<file path="config.mk">
export PLATFORM = sky130hd
export DESIGN_NAME = yolo_record_decoder_flat
export DESIGN_NICKNAME = d
export VERILOG_FILES = /design/src/hdl/yrd_pkg.sv /design/src/hdl/yrd_req_if.sv /design/src/hdl/yrd_rsp_if.sv /design/src/hdl/yrd_front.sv /design/src/hdl/yrd_job_fifo.sv /design/src/hdl/yrd_back.sv /design/src/hdl/yolo_record_decoder.sv /design/src/flat_wrapper.sv
export SDC_FILE = /design/constraint.sdc
export NUM_CORES = 2
export LEC_CHECK = 0
export BUFFER_PORTS_ARGS = -buffer_cell sky130_fd_sc_hd__buf_2
export CAP_MARGIN = 20
export CORE_MARGIN = 1.5
export CORE_UTILIZATION = 35
export CTS_CLUSTER_DIAMETER = 50
export DETAILED_ROUTE_END_ITERATION = 10
export PLACE_DENSITY_LB_ADDON = 0.15
export RECOVER_POWER = 100
export SETUP_SLACK_MARGIN = 0.15
export SYNTH_ARGS = -nofsm -noshare
export SYNTH_HDL_FRONTEND = slang
export SYNTH_HIERARCHICAL = 1
export SYNTH_SLANG_ARGS = --single-unit
</file>
<file path="constraint.sdc">
create_clock -name clock -period 10.96 [get_ports clock]
set_clock_uncertainty 0.1 [all_clocks]
set_input_delay 2.192 -clock clock [delete_from_list [all_inputs] [get_ports clock]]
set_output_delay 2.192 -clock clock [all_outputs]
set_load 0.005 [all_outputs]
</file>
<file path="src/hdl/yrd_pkg.sv">
// ----------------------------------------------------------------------------
// yrd_pkg
// Shared widths, constants and types of the detector record decoder.
// ----------------------------------------------------------------------------
package yrd_pkg;

   localparam int ELEM_W  = 8;
   localparam int REC_W   = 15;
   localparam int CLS_W   = 7;
   localparam int SCORE_W = 16;
   localparam int COORD_W = 17;
   localparam int SCALE_W = 24;
   localparam int INV_W   = 12;
   localparam int CSR_W   = 24;
   localparam int CSR_IDX_W = 3;

   // dequantized value: (q - zp) * scale fits 33 bits signed
   localparam int DQ_W = 33;

   // floor(v / 100) == (v * RECIP_100) >> RECIP_SHIFT for every 32-bit v
   localparam logic [31:0] RECIP_100   = 32'd2748779070;
   localparam int          RECIP_SHIFT = 38;
   localparam int          Q_FRAC      = 16;
   localparam logic [COORD_W-1:0] COORD_ONE = 17'd65536;

   // position of the last leading non-class element (the score) in a record
   localparam logic [CLS_W-1:0] HEAD_LAST = 7'd4;

   localparam int QUEUE_DEPTH = 2;
   localparam int QUEUE_PTR_W = 1;

   localparam logic [CSR_IDX_W-1:0] CSR_QUANT_OFFSET = 3'd0;
   localparam logic [CSR_IDX_W-1:0] CSR_SCALE        = 3'd1;
   localparam logic [CSR_IDX_W-1:0] CSR_PIXEL_MODE   = 3'd2;
   localparam logic [CSR_IDX_W-1:0] CSR_THRESHOLD    = 3'd3;
   localparam logic [CSR_IDX_W-1:0] CSR_CLASS_COUNT  = 3'd4;
   localparam logic [CSR_IDX_W-1:0] CSR_INV_SIZE     = 3'd5;
   localparam logic [CSR_IDX_W-1:0] CSR_RECORD_COUNT = 3'd6;

   typedef struct packed {
      logic signed [ELEM_W-1:0] quant_offset;
      logic [SCALE_W-1:0]       scale_q16;
      logic                     pixel_mode;
      logic [SCORE_W-1:0]       score_threshold;
      logic [CLS_W-1:0]         class_count;
      logic [INV_W-1:0]         inv_size;
      logic [REC_W-1:0]         record_count;
   } cfg_type;

   typedef struct packed {
      logic [REC_W-1:0]               record_index;
      logic [CLS_W-1:0]               class_index;
      logic signed [ELEM_W-1:0]       score;
      logic signed [3:0][ELEM_W-1:0]  coords;
   } job_type;

   typedef struct packed {
      logic empty;
      logic full;
   } queue_status_type;

endpackage

</file>
<file path="src/hdl/yrd_req_if.sv">
// ----------------------------------------------------------------------------
// yrd_req_if
// Element stream channel: one raw tensor byte per beat.
// ----------------------------------------------------------------------------
interface yrd_req_if;
   logic                              valid;
   logic                              ready;
   logic signed [yrd_pkg::ELEM_W-1:0] element;
   logic                              frame_start;

   modport source (output valid, output element, output frame_start, input ready);
   modport sink   (input valid, input element, input frame_start, output ready);
endinterface

</file>
<file path="src/hdl/yrd_rsp_if.sv">
// ----------------------------------------------------------------------------
// yrd_rsp_if
// Box channel: one decoded detection per beat.
// ----------------------------------------------------------------------------
interface yrd_rsp_if;
   logic                         valid;
   logic                         ready;
   logic [yrd_pkg::REC_W-1:0]    record_index;
   logic [yrd_pkg::CLS_W-1:0]    class_index;
   logic [yrd_pkg::SCORE_W-1:0]  score;
   logic [yrd_pkg::COORD_W-1:0]  box_x;
   logic [yrd_pkg::COORD_W-1:0]  box_y;
   logic [yrd_pkg::COORD_W-1:0]  box_w;
   logic [yrd_pkg::COORD_W-1:0]  box_h;

   modport source (output valid, output record_index, output class_index, output score,
                   output box_x, output box_y, output box_w, output box_h, input ready);
   modport sink   (input valid, input record_index, input class_index, input score,
                   input box_x, input box_y, input box_w, input box_h, output ready);
endinterface

</file>
<file path="src/hdl/yrd_front.sv">
// ----------------------------------------------------------------------------
// yrd_front
// Takes one element per beat, captures box bytes, tracks the class argmax and
// pushes a record job at the end of each record.
// ----------------------------------------------------------------------------
module yrd_front #(
   parameter int unsigned MAX_CLASSES = 80,
   parameter int unsigned MAX_RECORDS = 32768
) (
   input  logic                     clock,
   input  logic                     reset,
   input  yrd_pkg::cfg_type         cfg,
   yrd_req_if.sink                  req,
   input  yrd_pkg::queue_status_type q_status,
   output logic                     push,
   output yrd_pkg::job_type         job
);

   localparam logic [yrd_pkg::CLS_W-1:0] MAX_CLS_V = yrd_pkg::CLS_W'(MAX_CLASSES);
   localparam logic [yrd_pkg::REC_W:0]   MAX_REC_V = (yrd_pkg::REC_W+1)'(MAX_RECORDS);

   logic [yrd_pkg::CLS_W-1:0]          pos_ff, pos_in;
   logic signed [yrd_pkg::ELEM_W-1:0]  best_val_ff, best_val_in;
   logic [yrd_pkg::CLS_W-1:0]          best_cls_ff, best_cls_in;
   logic [yrd_pkg::REC_W-1:0]          rec_ff, rec_in;
   logic signed [3:0][yrd_pkg::ELEM_W-1:0] coords_ff;
   logic signed [yrd_pkg::ELEM_W-1:0]  score_ff;

   logic                               accept;
   logic [yrd_pkg::CLS_W-1:0]          pos_cur;
   logic signed [yrd_pkg::ELEM_W-1:0]  best_val_cur, best_val_nxt;
   logic [yrd_pkg::CLS_W-1:0]          best_cls_cur, best_cls_nxt;
   logic [yrd_pkg::REC_W-1:0]          rec_cur;
   logic [yrd_pkg::CLS_W-1:0]          classes;
   logic [yrd_pkg::CLS_W-1:0]          last_pos;
   logic [yrd_pkg::REC_W:0]            records;
   logic [yrd_pkg::REC_W:0]            rec_inc;
   logic                               rec_end;

   assign req.ready = !q_status.full;
   assign accept    = req.valid && req.ready;

   always_comb begin
      // frame start restarts the record on this very beat
      pos_cur      = req.frame_start ? '0 : pos_ff;
      best_val_cur = req.frame_start ? -8'sd128 : best_val_ff;
      best_cls_cur = req.frame_start ? '0 : best_cls_ff;
      rec_cur      = req.frame_start ? '0 : rec_ff;

      if (cfg.class_count == '0) begin
         classes = 7'd1;
      end else if (32'(cfg.class_count) > MAX_CLASSES) begin
         classes = MAX_CLS_V;
      end else begin
         classes = cfg.class_count;
      end
      last_pos = yrd_pkg::HEAD_LAST + classes;

      if (cfg.record_count == '0) begin
         records = 16'd1;
      end else if (32'(cfg.record_count) > MAX_RECORDS) begin
         records = MAX_REC_V;
      end else begin
         records = {1'b0, cfg.record_count};
      end
      rec_inc = {1'b0, rec_cur} + 16'd1;

      best_val_nxt = best_val_cur;
      best_cls_nxt = best_cls_cur;
      if (pos_cur > yrd_pkg::HEAD_LAST && req.element > best_val_cur) begin
         best_val_nxt = req.element;
         best_cls_nxt = pos_cur - 7'd5;
      end

      rec_end = pos_cur >= last_pos;

      if (rec_end) begin
         pos_in      = '0;
         best_val_in = -8'sd128;
         best_cls_in = '0;
         rec_in      = (rec_inc >= records) ? '0 : rec_inc[yrd_pkg::REC_W-1:0];
      end else begin
         pos_in      = pos_cur + 7'd1;
         best_val_in = best_val_nxt;
         best_cls_in = best_cls_nxt;
         rec_in      = rec_cur;
      end
   end

   assign push             = accept && rec_end;
   assign job.record_index = rec_cur;
   assign job.class_index  = best_cls_nxt;
   assign job.score        = score_ff;
   assign job.coords       = coords_ff;

   always_ff @(posedge clock) begin
      if (reset) begin
         pos_ff      <= '0;
         best_val_ff <= -8'sd128;
         best_cls_ff <= '0;
         rec_ff      <= '0;
      end else if (accept) begin
         pos_ff      <= pos_in;
         best_val_ff <= best_val_in;
         best_cls_ff <= best_cls_in;
         rec_ff      <= rec_in;
      end
   end

   always_ff @(posedge clock) begin
      if (accept) begin
         if (pos_cur < yrd_pkg::HEAD_LAST) begin
            coords_ff[pos_cur[1:0]] <= req.element;
         end else if (pos_cur == yrd_pkg::HEAD_LAST) begin
            score_ff <= req.element;
         end
      end
   end

endmodule

</file>
<file path="src/hdl/yrd_job_fifo.sv">
// ----------------------------------------------------------------------------
// yrd_job_fifo
// Short record queue between the element front end and the box back end.
// ----------------------------------------------------------------------------
module yrd_job_fifo (
   input  logic                      clock,
   input  logic                      reset,
   input  logic                      push,
   input  yrd_pkg::job_type          push_job,
   input  logic                      pop,
   output yrd_pkg::job_type          head,
   output yrd_pkg::queue_status_type status
);

   yrd_pkg::job_type                 mem_ff [yrd_pkg::QUEUE_DEPTH];
   logic [yrd_pkg::QUEUE_PTR_W-1:0]  wr_ptr_ff, wr_ptr_in;
   logic [yrd_pkg::QUEUE_PTR_W-1:0]  rd_ptr_ff, rd_ptr_in;
   logic [yrd_pkg::QUEUE_PTR_W:0]    count_ff, count_in;

   always_comb begin
      wr_ptr_in = push ? wr_ptr_ff + 1'b1 : wr_ptr_ff;
      rd_ptr_in = pop ? rd_ptr_ff + 1'b1 : rd_ptr_ff;
      count_in  = count_ff;
      if (push && !pop) begin
         count_in = count_ff + 1'b1;
      end else if (pop && !push) begin
         count_in = count_ff - 1'b1;
      end
   end

   assign head         = mem_ff[rd_ptr_ff];
   assign status.empty = count_ff == '0;
   assign status.full  = count_ff == (yrd_pkg::QUEUE_PTR_W+1)'(yrd_pkg::QUEUE_DEPTH);

   always_ff @(posedge clock) begin
      if (reset) begin
         wr_ptr_ff <= '0;
         rd_ptr_ff <= '0;
         count_ff  <= '0;
      end else begin
         wr_ptr_ff <= wr_ptr_in;
         rd_ptr_ff <= rd_ptr_in;
         count_ff  <= count_in;
      end
   end

   always_ff @(posedge clock) begin
      if (push) begin
         mem_ff[wr_ptr_ff] <= push_job;
      end
   end

`ifndef NO_ASSERTIONS
   a_no_overflow: assert property (@(posedge clock) disable iff (reset)
      push |-> !status.full)
      else $error("record pushed into full queue");

   a_no_underflow: assert property (@(posedge clock) disable iff (reset)
      pop |-> !status.empty)
      else $error("record popped from empty queue");

   a_count_track: assert property (@(posedge clock) disable iff (reset)
      (push && !pop) |=> count_ff == $past(count_ff) + 1'b1)
      else $error("queue fill count lost a push");
`endif

endmodule

</file>
<file path="src/hdl/yrd_back.sv">
// ----------------------------------------------------------------------------
// yrd_back
// Dequantizes a queued record through a shared two-multiplier pipeline, one
// operand per cycle, and holds the resulting box in the output register.
// ----------------------------------------------------------------------------
module yrd_back (
   input  logic                      clock,
   input  logic                      reset,
   input  yrd_pkg::cfg_type          cfg,
   input  yrd_pkg::job_type          job,
   input  yrd_pkg::queue_status_type q_status,
   output logic                      pop,
   yrd_rsp_if.source                 rsp
);

   typedef enum logic [3:0] {
      ST_IDLE = 4'b0001,
      ST_RUN  = 4'b0010,
      ST_WAIT = 4'b0100,
      ST_SEND = 4'b1000
   } state_type;

   localparam logic [2:0] OP_SCORE = 3'd0;
   localparam logic [2:0] OP_X     = 3'd1;
   localparam logic [2:0] OP_Y     = 3'd2;
   localparam logic [2:0] OP_W     = 3'd3;
   localparam logic [2:0] OP_H     = 3'd4;

   state_type                         state_ff, state_in;
   logic [2:0]                        issue_ff, issue_in;

   // stage 1: (q - zp) * scale
   logic                              vld1_ff;
   logic [2:0]                        op1_ff;
   logic signed [yrd_pkg::DQ_W-1:0]   v1_ff;
   // stage 2: reciprocal or inv_size product
   logic                              vld2_ff;
   logic [2:0]                        op2_ff;
   logic [31:0]                       u2_ff;
   logic                              pos2_ff;
   logic [63:0]                       prod2_ff;

   logic                              emit_ff;
   logic [yrd_pkg::REC_W-1:0]         rec_ff;
   logic [yrd_pkg::CLS_W-1:0]         cls_ff;
   logic [yrd_pkg::SCORE_W-1:0]       score_ff;
   logic [yrd_pkg::COORD_W-1:0]       box_x_ff, box_y_ff, box_w_ff, box_h_ff;

   logic                              issue;
   logic signed [yrd_pkg::ELEM_W-1:0] operand;
   logic signed [yrd_pkg::ELEM_W:0]   diff;
   logic signed [yrd_pkg::DQ_W:0]     dq_full;
   logic [31:0]                       mul_b;
   logic [31:0]                       score_val;
   logic                              score_pass;
   logic [yrd_pkg::SCORE_W-1:0]       score_sat;
   logic [31:0]                       coord_val;
   logic [yrd_pkg::COORD_W-1:0]       coord_clip;
   logic                              last_done;

   assign issue     = state_ff == ST_RUN;
   assign last_done = vld2_ff && op2_ff == OP_H;

   always_comb begin
      case (issue_ff)
         OP_SCORE: operand = job.score;
         OP_X:     operand = job.coords[0];
         OP_Y:     operand = job.coords[1];
         OP_W:     operand = job.coords[2];
         OP_H:     operand = job.coords[3];
         default:  operand = job.score;
      endcase
      diff    = {operand[yrd_pkg::ELEM_W-1], operand}
              - {cfg.quant_offset[yrd_pkg::ELEM_W-1], cfg.quant_offset};
      dq_full = diff * $signed({1'b0, cfg.scale_q16});

      mul_b = (op1_ff == OP_SCORE) ? yrd_pkg::RECIP_100 : {20'd0, cfg.inv_size};

      score_val  = cfg.pixel_mode ? {6'd0, prod2_ff[63:yrd_pkg::RECIP_SHIFT]} : u2_ff;
      score_pass = pos2_ff && (score_val > {16'd0, cfg.score_threshold});
      score_sat  = (score_val[31:16] != '0) ? '1 : score_val[15:0];

      coord_val = cfg.pixel_mode ? {4'd0, prod2_ff[43:yrd_pkg::Q_FRAC]} : u2_ff;
      if (!pos2_ff) begin
         coord_clip = '0;
      end else if (coord_val > {15'd0, yrd_pkg::COORD_ONE}) begin
         coord_clip = yrd_pkg::COORD_ONE;
      end else begin
         coord_clip = coord_val[yrd_pkg::COORD_W-1:0];
      end
   end

   always_comb begin
      state_in = state_ff;
      issue_in = issue_ff;
      pop      = 1'b0;
      case (state_ff)
         ST_IDLE: begin
            issue_in = OP_SCORE;
            if (!q_status.empty) begin
               state_in = ST_RUN;
            end
         end
         ST_RUN: begin
            issue_in = issue_ff + 3'd1;
            if (issue_ff == OP_H) begin
               state_in = ST_WAIT;
            end
         end
         ST_WAIT: begin
            if (last_done) begin
               pop      = 1'b1;
               state_in = emit_ff ? ST_SEND : ST_IDLE;
            end
         end
         ST_SEND: begin
            if (rsp.ready) begin
               state_in = ST_IDLE;
            end
         end
         default: state_in = ST_IDLE;
      endcase
   end

   always_ff @(posedge clock) begin
      if (reset) begin
         state_ff <= ST_IDLE;
         issue_ff <= OP_SCORE;
         vld1_ff  <= 1'b0;
         vld2_ff  <= 1'b0;
      end else begin
         state_ff <= state_in;
         issue_ff <= issue_in;
         vld1_ff  <= issue;
         vld2_ff  <= vld1_ff;
      end
   end

   always_ff @(posedge clock) begin
      op1_ff   <= issue_ff;
      v1_ff    <= dq_full[yrd_pkg::DQ_W-1:0];
      op2_ff   <= op1_ff;
      u2_ff    <= v1_ff[31:0];
      pos2_ff  <= !v1_ff[yrd_pkg::DQ_W-1] && (v1_ff != '0);
      prod2_ff <= v1_ff[31:0] * mul_b;
      if (issue && issue_ff == OP_SCORE) begin
         rec_ff <= job.record_index;
         cls_ff <= job.class_index;
      end
      if (vld2_ff) begin
         case (op2_ff)
            OP_SCORE: begin
               emit_ff  <= score_pass;
               score_ff <= score_sat;
            end
            OP_X:    box_x_ff <= coord_clip;
            OP_Y:    box_y_ff <= coord_clip;
            OP_W:    box_w_ff <= coord_clip;
            OP_H:    box_h_ff <= coord_clip;
            default: emit_ff  <= emit_ff;
         endcase
      end
   end

   assign rsp.valid        = state_ff == ST_SEND;
   assign rsp.record_index = rec_ff;
   assign rsp.class_index  = cls_ff;
   assign rsp.score        = score_ff;
   assign rsp.box_x        = box_x_ff;
   assign rsp.box_y        = box_y_ff;
   assign rsp.box_w        = box_w_ff;
   assign rsp.box_h        = box_h_ff;

endmodule

</file>
<file path="src/hdl/yolo_record_decoder.sv">
// Throughput: the front end takes one element per cycle while the record queue
// has room; the back end works on one record at a time on its shared multiply
// pipeline and takes no new record before its box for the last one has left.
// Reset (synchronous, active high) empties the queue, restarts the record and
// record counters and loads the register defaults; no clearing pass.
// ----------------------------------------------------------------------------
// yolo_record_decoder
// Streaming int8 detector output decoder: argmax, dequantization and box gating.
// ----------------------------------------------------------------------------
module yolo_record_decoder #(
   parameter int unsigned MAX_CLASSES = 80,
   parameter int unsigned MAX_RECORDS = 32768
) (
   input  logic                              clock,
   input  logic                              reset,
   yrd_req_if.sink                           req_chan,
   yrd_rsp_if.source                         rsp_chan,
   input  logic                              csr_we,
   input  logic [yrd_pkg::CSR_IDX_W-1:0]     csr_index,
   input  logic [yrd_pkg::CSR_W-1:0]         csr_wdata
);

   yrd_pkg::cfg_type          cfg_ff, cfg_in;
   yrd_pkg::job_type          push_job;
   yrd_pkg::job_type          head_job;
   yrd_pkg::queue_status_type q_status;
   logic                      push;
   logic                      pop;

   always_comb begin
      cfg_in = cfg_ff;
      if (csr_we) begin
         case (csr_index)
            yrd_pkg::CSR_QUANT_OFFSET: cfg_in.quant_offset    = csr_wdata[7:0];
            yrd_pkg::CSR_SCALE:        cfg_in.scale_q16       = csr_wdata[23:0];
            yrd_pkg::CSR_PIXEL_MODE:   cfg_in.pixel_mode      = csr_wdata[0];
            yrd_pkg::CSR_THRESHOLD:    cfg_in.score_threshold = csr_wdata[15:0];
            yrd_pkg::CSR_CLASS_COUNT:  cfg_in.class_count     = csr_wdata[6:0];
            yrd_pkg::CSR_INV_SIZE:     cfg_in.inv_size        = csr_wdata[11:0];
            yrd_pkg::CSR_RECORD_COUNT: cfg_in.record_count    = csr_wdata[14:0];
            default:                   cfg_in = cfg_ff;
         endcase
      end
   end

   always_ff @(posedge clock) begin
      if (reset) begin
         cfg_ff.quant_offset    <= '0;
         cfg_ff.scale_q16       <= 24'd65536;
         cfg_ff.pixel_mode      <= 1'b0;
         cfg_ff.score_threshold <= 16'd16384;
         cfg_ff.class_count     <= 7'd80;
         cfg_ff.inv_size        <= 12'd205;
         cfg_ff.record_count    <= 15'd6300;
      end else begin
         cfg_ff <= cfg_in;
      end
   end

   yrd_front #(
      .MAX_CLASSES (MAX_CLASSES),
      .MAX_RECORDS (MAX_RECORDS)
   ) u_front (
      .clock    (clock),
      .reset    (reset),
      .cfg      (cfg_ff),
      .req      (req_chan),
      .q_status (q_status),
      .push     (push),
      .job      (push_job)
   );

   yrd_job_fifo u_fifo (
      .clock    (clock),
      .reset    (reset),
      .push     (push),
      .push_job (push_job),
      .pop      (pop),
      .head     (head_job),
      .status   (q_status)
   );

   yrd_back u_back (
      .clock    (clock),
      .reset    (reset),
      .cfg      (cfg_ff),
      .job      (head_job),
      .q_status (q_status),
      .pop      (pop),
      .rsp      (rsp_chan)
   );

endmodule

</file>
<file path="src/flat_wrapper.sv">
// flat-port wrapper written by rule: the top's interface ports become plain ports
module yolo_record_decoder_flat 
#(
   parameter int unsigned MAX_CLASSES = 80,
   parameter int unsigned MAX_RECORDS = 32768
)
  (clock, reset, csr_we, csr_index, csr_wdata, req_chan_valid, req_chan_element, req_chan_frame_start, req_chan_ready, rsp_chan_valid, rsp_chan_record_index, rsp_chan_class_index, rsp_chan_score, rsp_chan_box_x, rsp_chan_box_y, rsp_chan_box_w, rsp_chan_box_h, rsp_chan_ready);
  yrd_req_if req_chan_i ();
  yrd_rsp_if rsp_chan_i ();
  input  logic clock;
  input  logic reset;
  input  logic csr_we;
  input  logic [yrd_pkg::CSR_IDX_W-1:0] csr_index;
  input  logic [yrd_pkg::CSR_W-1:0] csr_wdata;
  input wire logic [$bits(req_chan_i.valid)-1:0] req_chan_valid;
  input wire logic [$bits(req_chan_i.element)-1:0] req_chan_element;
  input wire logic [$bits(req_chan_i.frame_start)-1:0] req_chan_frame_start;
  output wire logic [$bits(req_chan_i.ready)-1:0] req_chan_ready;
  output wire logic [$bits(rsp_chan_i.valid)-1:0] rsp_chan_valid;
  output wire logic [$bits(rsp_chan_i.record_index)-1:0] rsp_chan_record_index;
  output wire logic [$bits(rsp_chan_i.class_index)-1:0] rsp_chan_class_index;
  output wire logic [$bits(rsp_chan_i.score)-1:0] rsp_chan_score;
  output wire logic [$bits(rsp_chan_i.box_x)-1:0] rsp_chan_box_x;
  output wire logic [$bits(rsp_chan_i.box_y)-1:0] rsp_chan_box_y;
  output wire logic [$bits(rsp_chan_i.box_w)-1:0] rsp_chan_box_w;
  output wire logic [$bits(rsp_chan_i.box_h)-1:0] rsp_chan_box_h;
  input wire logic [$bits(rsp_chan_i.ready)-1:0] rsp_chan_ready;
  assign req_chan_i.valid = req_chan_valid;
  assign req_chan_i.element = req_chan_element;
  assign req_chan_i.frame_start = req_chan_frame_start;
  assign req_chan_ready = req_chan_i.ready;
  assign rsp_chan_valid = rsp_chan_i.valid;
  assign rsp_chan_record_index = rsp_chan_i.record_index;
  assign rsp_chan_class_index = rsp_chan_i.class_index;
  assign rsp_chan_score = rsp_chan_i.score;
  assign rsp_chan_box_x = rsp_chan_i.box_x;
  assign rsp_chan_box_y = rsp_chan_i.box_y;
  assign rsp_chan_box_w = rsp_chan_i.box_w;
  assign rsp_chan_box_h = rsp_chan_i.box_h;
  assign rsp_chan_i.ready = rsp_chan_ready;
  yolo_record_decoder #(.MAX_CLASSES(MAX_CLASSES), .MAX_RECORDS(MAX_RECORDS)) u_core (.clock(clock), .reset(reset), .req_chan(req_chan_i), .rsp_chan(rsp_chan_i), .csr_we(csr_we), .csr_index(csr_index), .csr_wdata(csr_wdata));
endmodule
</file>
## After elaboration in Yosys (flattened, before gate mapping)

Memories as Yosys holds them, arrays and structs flattened. A register that Yosys moved wholly into a read port is not among the register bits.
Index checks and enable logic that the tools add are counted.

- Register bits after elaboration: 416
- Bits in writable memories: 124
- Output and inout port bits: 108
- Logic and storage cells: 163
- Memories: 1

Memory list:

| name | words | width | rd ports | clocked after memory_dff | wr ports | RTL line | text |
|---|---|---|---|---|---|---|---|
| u_core.u_fifo.mem_ff | 2 | 62 | 1 | 1 | 1 | yrd_job_fifo.sv:15 | `yrd_pkg::job_type mem_ff [yrd_pkg::QUEUE_DEPTH];` |

- Add/subtract/negate cells: 10
- Multiply operators: 2
- Magnitude comparators: 10
- Eq/ne operators: 24
- Muxes and demuxes: 38
- Bitwise gates (word level): 1
- Reductions and logical operators: 40

Operator list:

| kind | number |
|---|---|
| 2-to-1 mux 32 bit | 3 |
| multiplier 32 x 32 -> 64 bit | 1 |
| 2-to-1 mux 15 bit | 4 |
| 2-to-1 mux 7 bit | 7 |
| 2-to-1 mux 17 bit | 2 |
| multiplier 9 x 25 -> 33 bit | 1 |
| nonzero test 33 bit | 1 |
| bitwise mux 32 bit | 1 |
| greater-than comparator 32 x 16 -> 1 bit | 1 |
| greater-than comparator 32 x 17 -> 1 bit (second input constant) | 1 |
| 2-to-1 mux 8 bit | 4 |
| one-hot mux 8 bit (4 select lines) | 1 |
| AND reduction 2 bit | 13 |
| 2-to-1 mux 4 bit | 5 |
| equality test 3 x 2 -> 1 bit (second input constant) | 6 |
| adder 15 x 1 -> 16 bit (second input constant) | 1 |
| demux 8 bit (select 2 bit) | 1 |
| >= comparator 16 bit | 1 |
| one-hot mux 4 bit (4 select lines) | 1 |
| nonzero test 16 bit | 1 |
| equality test 3 bit (second input constant) | 5 |
| logical NOT 15 bit | 1 |
| logical NOT 3 bit | 4 |
| logical AND 1 bit | 10 |
| 34 further kinds | 49 |

## Logic depth before layout (Yosys ltp)

- Word-level depth: 10
- Gate-level depth with buffers: 39

## Cells and area by module

The synthesis kept the hierarchy.

By module, submodules not included:

| module | times used | cells each | area an instance (µm²) | seq. area each (µm²) |
|---|---|---|---|---|
| yrd_back | 1 | 3825 | 38545.7 | 5795.6 |
| yrd_job_fifo | 1 | 215 | 4702.0 | 3823.7 |
| yrd_front | 1 | 445 | 4366.7 | 1941.9 |
| yolo_record_decoder | 1 | 311 | 3355.7 | 1661.6 |

## Worst setup path after synthesis

OpenSTA, ideal clock, no wires.

- Path kind: register to register
- Start: register u_core.u_back.issue_ff[0]
- End: register u_core/u_back/v1_ff[31] (netlist name)
- Setup time: 0.072 ns
- Arrival time: 8.626 ns
- Slack: 2.162 ns
- Cell stages (with the launch flop): 39
- Cells stage by stage: dfxtp_1 inv_1 ha_1 clkbuf_1 or3_1 a21oi_1 clkbuf_1 nand2_1 o21ai_0 ha_1 a21o_1 a21o_1 a21oi_1 nor2_1 o21ai_0 nand2b_1 a21oi_1 xnor2_1 [3 not listed] fa_1 inv_1 fa_1 fa_1 inv_1 fa_1 inv_1 ha_1 a21oi_1 o21bai_1 a2111oi_0 o31ai_1 a21oi_1 a21oi_1 nand4_1 nand4b_1 a21oi_1 xnor2_1

- Cells in the longest elaborated chain, start to end: 4

RTL lines:

| what | RTL line | text |
|---|---|---|
| start, declared | yrd_back.sv:30 | `logic [2:0] issue_ff, issue_in;` |
| start signal, assigned | yrd_back.sv:133 | `issue_ff <= issue_in;` |
| equality test 3 bit, or another cell as far along | yrd_back.sv:65 | `case (issue_ff)` |
| one-hot mux 8 bit (4 select lines) (*) | yrd_back.sv:65 |  |
| subtractor 8 x 8 -> 9 bit (*) | yrd_back.sv:74 | `- {cfg.quant_offset[yrd_pkg::ELEM_W-1], cfg.quant_offset};` |
| multiplier 9 x 25 -> 33 bit (*) | yrd_back.sv:75 | `dq_full = diff * $signed({1'b0, cfg.scale_q16});` |
| named net u_core.u_back.dq_full, one bit | yrd_back.sv:52 | `logic signed [yrd_pkg::DQ_W:0] dq_full;` |
| end signal, assigned | yrd_back.sv:141 | `v1_ff <= dq_full[yrd_pkg::DQ_W-1:0];` |
| end, declared | yrd_back.sv:35 | `logic signed [yrd_pkg::DQ_W-1:0] v1_ff;` |

Mark *: on every way through the listed nets, which the timed path passes. The rest lies on a longest branch.
A chain may end at the register's enable or synchronous reset.

## Worst setup path in the final report

- Start: register u_core.u_back.op1_ff[1]
- End: register u_core.u_back.prod2_ff[61]

- Cells in the longest elaborated chain, start to end: 3

RTL lines:

| what | RTL line | text |
|---|---|---|
| start, declared | yrd_back.sv:34 | `logic [2:0] op1_ff;` |
| start signal, assigned | yrd_back.sv:140 | `op1_ff <= issue_ff;` |
| logical NOT 3 bit | yrd_back.sv:77 | `mul_b = (op1_ff == OP_SCORE) ? yrd_pkg::RECIP_100 : {20'd0, cfg.inv_size};` |
| 2-to-1 mux 32 bit | yrd_back.sv:77 |  |
| multiplier 32 x 32 -> 64 bit | yrd_back.sv:145 | `prod2_ff <= v1_ff[31:0] * mul_b;` |
| end signal, assigned | yrd_back.sv:145 |  |
| end, declared | yrd_back.sv:41 | `logic [63:0] prod2_ff;` |

Every way passes these cells.

==> flow_summary.toml <==
[outcome]
status = "finished with violations"
violations = "max-capacitance violations, max-slew violations"

[detailed_routing]
drcViolationCount = 0
totalWireLength_um = 142000
final_antenna_net_count = 0
detail_route.wl_per_cell_um = 20.7
via_count = 33653
viasPerCell = 4.88
drt_iter0_drc = 1808
dr.pass1.iters = 7

[global_routing]
grt_pass1_vias = 36217
track_usage_pct = 19.5
grt_antenna_before_repair = 12
grt_pass1_wl_um = 220000
grt_max_degree = 84
grt-ovfl-total = 0

[die]
dieWidth_um = 385
start_util_pct = 35.4
rows = 139
core-area_mm2 = 0.144
pin_count = 149
die_h_um = 385
dieArea_mm2 = 0.148

[setup_path]
crit_arrival_ps = 10650
worst_ep_required_time_ps = 11380
critPathMaxStageDelay_ps = 930
worst-path-max-fanout = 21
path_class = "reg -> reg"
slowest_stage = "nand2b_1"
crit_path_end_kind = "flip-flop"
start_kind = "flip-flop"
crit_top_cell = "fa_1"

[synthesis]
yosysSeqAreaShare_pct = 25.9
synth_area_mm2 = 0.0510
synth_ff_type = "edfxtp_1"
synth_cell_type_count = 86
syn-instance-count = 4796
synthesis.nets = 6139
synth_seq_cells = 525
postSynthAreaPerCell_um2 = 10.6
async_flop_share_pct = 0
yosys_warnings = 6
synth_edf_count = 271

[sta]
slew_headroom_pct = -94.3
tns_ps = 0
rsz0062_at_grt = "false"
setup_violations = 0
fin_crit_ps = 10230
tightest_slew_ps = 2910
hold_violations = 0
clock.fmax_ghz = 0.0977
fin_crit_sh_pct = 93.3
slew_violations = 442

[job]
drv_cap = 12

[cts]
cts_tree = "done"
cts_inserted_buffers = 76
ctsHoldBuffers = 0
cts_num_sinks = 525
cts_resized = 0
postCtsSetupBuffers = 0
cts.clk_slew.worst_paths_ps = 60
cts_buffer_depth = 3
root_buffer = "clkbuf_16"
h-tree-depth = 3
clk_latency_ps = 640

[placed_design]
dp_hpwl_um = 112000
finalWeightedCongestion = 0.844
io_buffers = 148

[layout]
nets = 6264
syn2layout_area_growth_pct = 10.4
drive_gt1_share_pct = 5.92
layout_commonest_cell = "inv_1"
mostFrequentLayoutCells = "inv_1, fa_1, ha_1"

[worst_hold_path]
hp-class = "reg -> reg"
==> worst paths after layout <==
kind	startpoint	endpoint	slack, ps	cells after the start
worst min-delay path	u_core/u_back/op1_ff[0]	u_core/u_back/op2_ff[0]	300	0
worst max-delay path	u_core/u_back/op1_ff[1]	u_core/u_back/prod2_ff[61]	730	30
worst max register to register	u_core/u_back/op1_ff[1]	u_core/u_back/prod2_ff[61]	730	30
worst min register to register	u_core/u_back/op1_ff[0]	u_core/u_back/op2_ff[0]	300	0
==> layout make-up <==
cell class	instances	area, µm²
Inverter	867	3250
Tap cell	1903	2380
Clock inverter	47	568
Multi-Input combinational cell	3225	33700
Fill cell	14454	87700
Clock buffer	93	2060
Timing Repair Buffer	226	1080
Antenna cell	4	10.0
Sequential cell	525	13200
==> layer usage <==
| metal | vias to the layer above | GRT usage [%] | share of wire, % |
|---|---|---|---|
| met5 | - | 0 | 0 |
| li1 | 15693 | - | - |
| met1 | 17118 | 27.2 | 46 |
| met4 | 0 | 4.64 | 2.4 |
| met2 | 667 | 32.2 | 47 |
| met3 | 175 | 2.61 | 4.5 |
==> through the flow <==
step,setup slack [ps],instance area [µm²],util [%],cells,hold WS (ps)
5_1_grt,411,56300,39.1,6886,305
2_1_floorplan,2160,51000,-,4796,256
6_report,729,56300,39.1,6890,299
3_5_place_dp,1510,54000,37.5,6744,292
3_3_place_gp,1510,53900,37.5,6742,288
4_1_cts,1410,56600,39.3,6884,300
==> sequential cells by signal, summed over array words and instances, names as in the netlist, 15 cells and up, named ones only <==
register and count:
u_core/u_back/rsp.box_w 17, u_core/cfg_ff 83, u_core/u_back/u2_ff 32, u_core/u_back/rsp.box_h 17, u_core/u_back/rsp.box_x 17, u_core/u_back/v1_ff 33
u_core/u_back/rsp.score 16, u_core/u_back/rsp.record_index 15, u_core/u_front/rec_ff 15, u_core/u_front/job 32, u_core/u_fifo/mem_ff 124, u_core/u_back/rsp.box_y 17
u_core/u_back/prod2_ff 48
==> worst max-delay path, delay by kind of cell, from the launching register on <==
family,cells,cell delay (ps)
XOR/XNOR,1,160
AND/OR/NAND/NOR,5,2090
AO/OA/AOI/OAI,8,2310
adder cells (fa/ha/maj),9,3990
flip-flops,1,340
buffers and inverters,7,1110
==> logic make-up (layout without fill, tap and decap cells) <==
logic type | after synthesis | count (layout) | share of synthesized area [%]
AO/OA/AOI/OAI | 418 | 418 | 5.42
XOR/XNOR | 107 | 107 | 1.84
adder cells (fa/ha/maj) | 1302 | 1302 | 42.8
buffers and inverters | 1046 | 1233 | 7.90
flip-flops | 525 | 525 | 25.9
multiplexers | 146 | 146 | 3.02
other | 0 | 4 | 0
AND/OR/NAND/NOR | 1252 | 1252 | 13.1
==> cell usage after synthesis, drive strengths merged, types with 53 or more instances <==
cell | n | area [µm²]
nand3 | 53 | 265
fa | 734 | 14700
mux2i | 84 | 841
ha | 568 | 7110
xnor2 | 60 | 526
nor2 | 140 | 526
o21ai | 69 | 345
nand2b | 152 | 951
dfxtp | 254 | 5080
nor2b | 65 | 407
a21oi | 138 | 691
mux2 | 62 | 698
clkbuf | 143 | 537
and3 | 95 | 594
nand2 | 360 | 1350
inv | 867 | 3250
a21o | 65 | 488
edfxtp | 271 | 8140
and2 | 249 | 1560
Power is left out: the tool's default activity adds up to more than one toggle a clock period on the data nets, which glitch-free logic cannot reach.
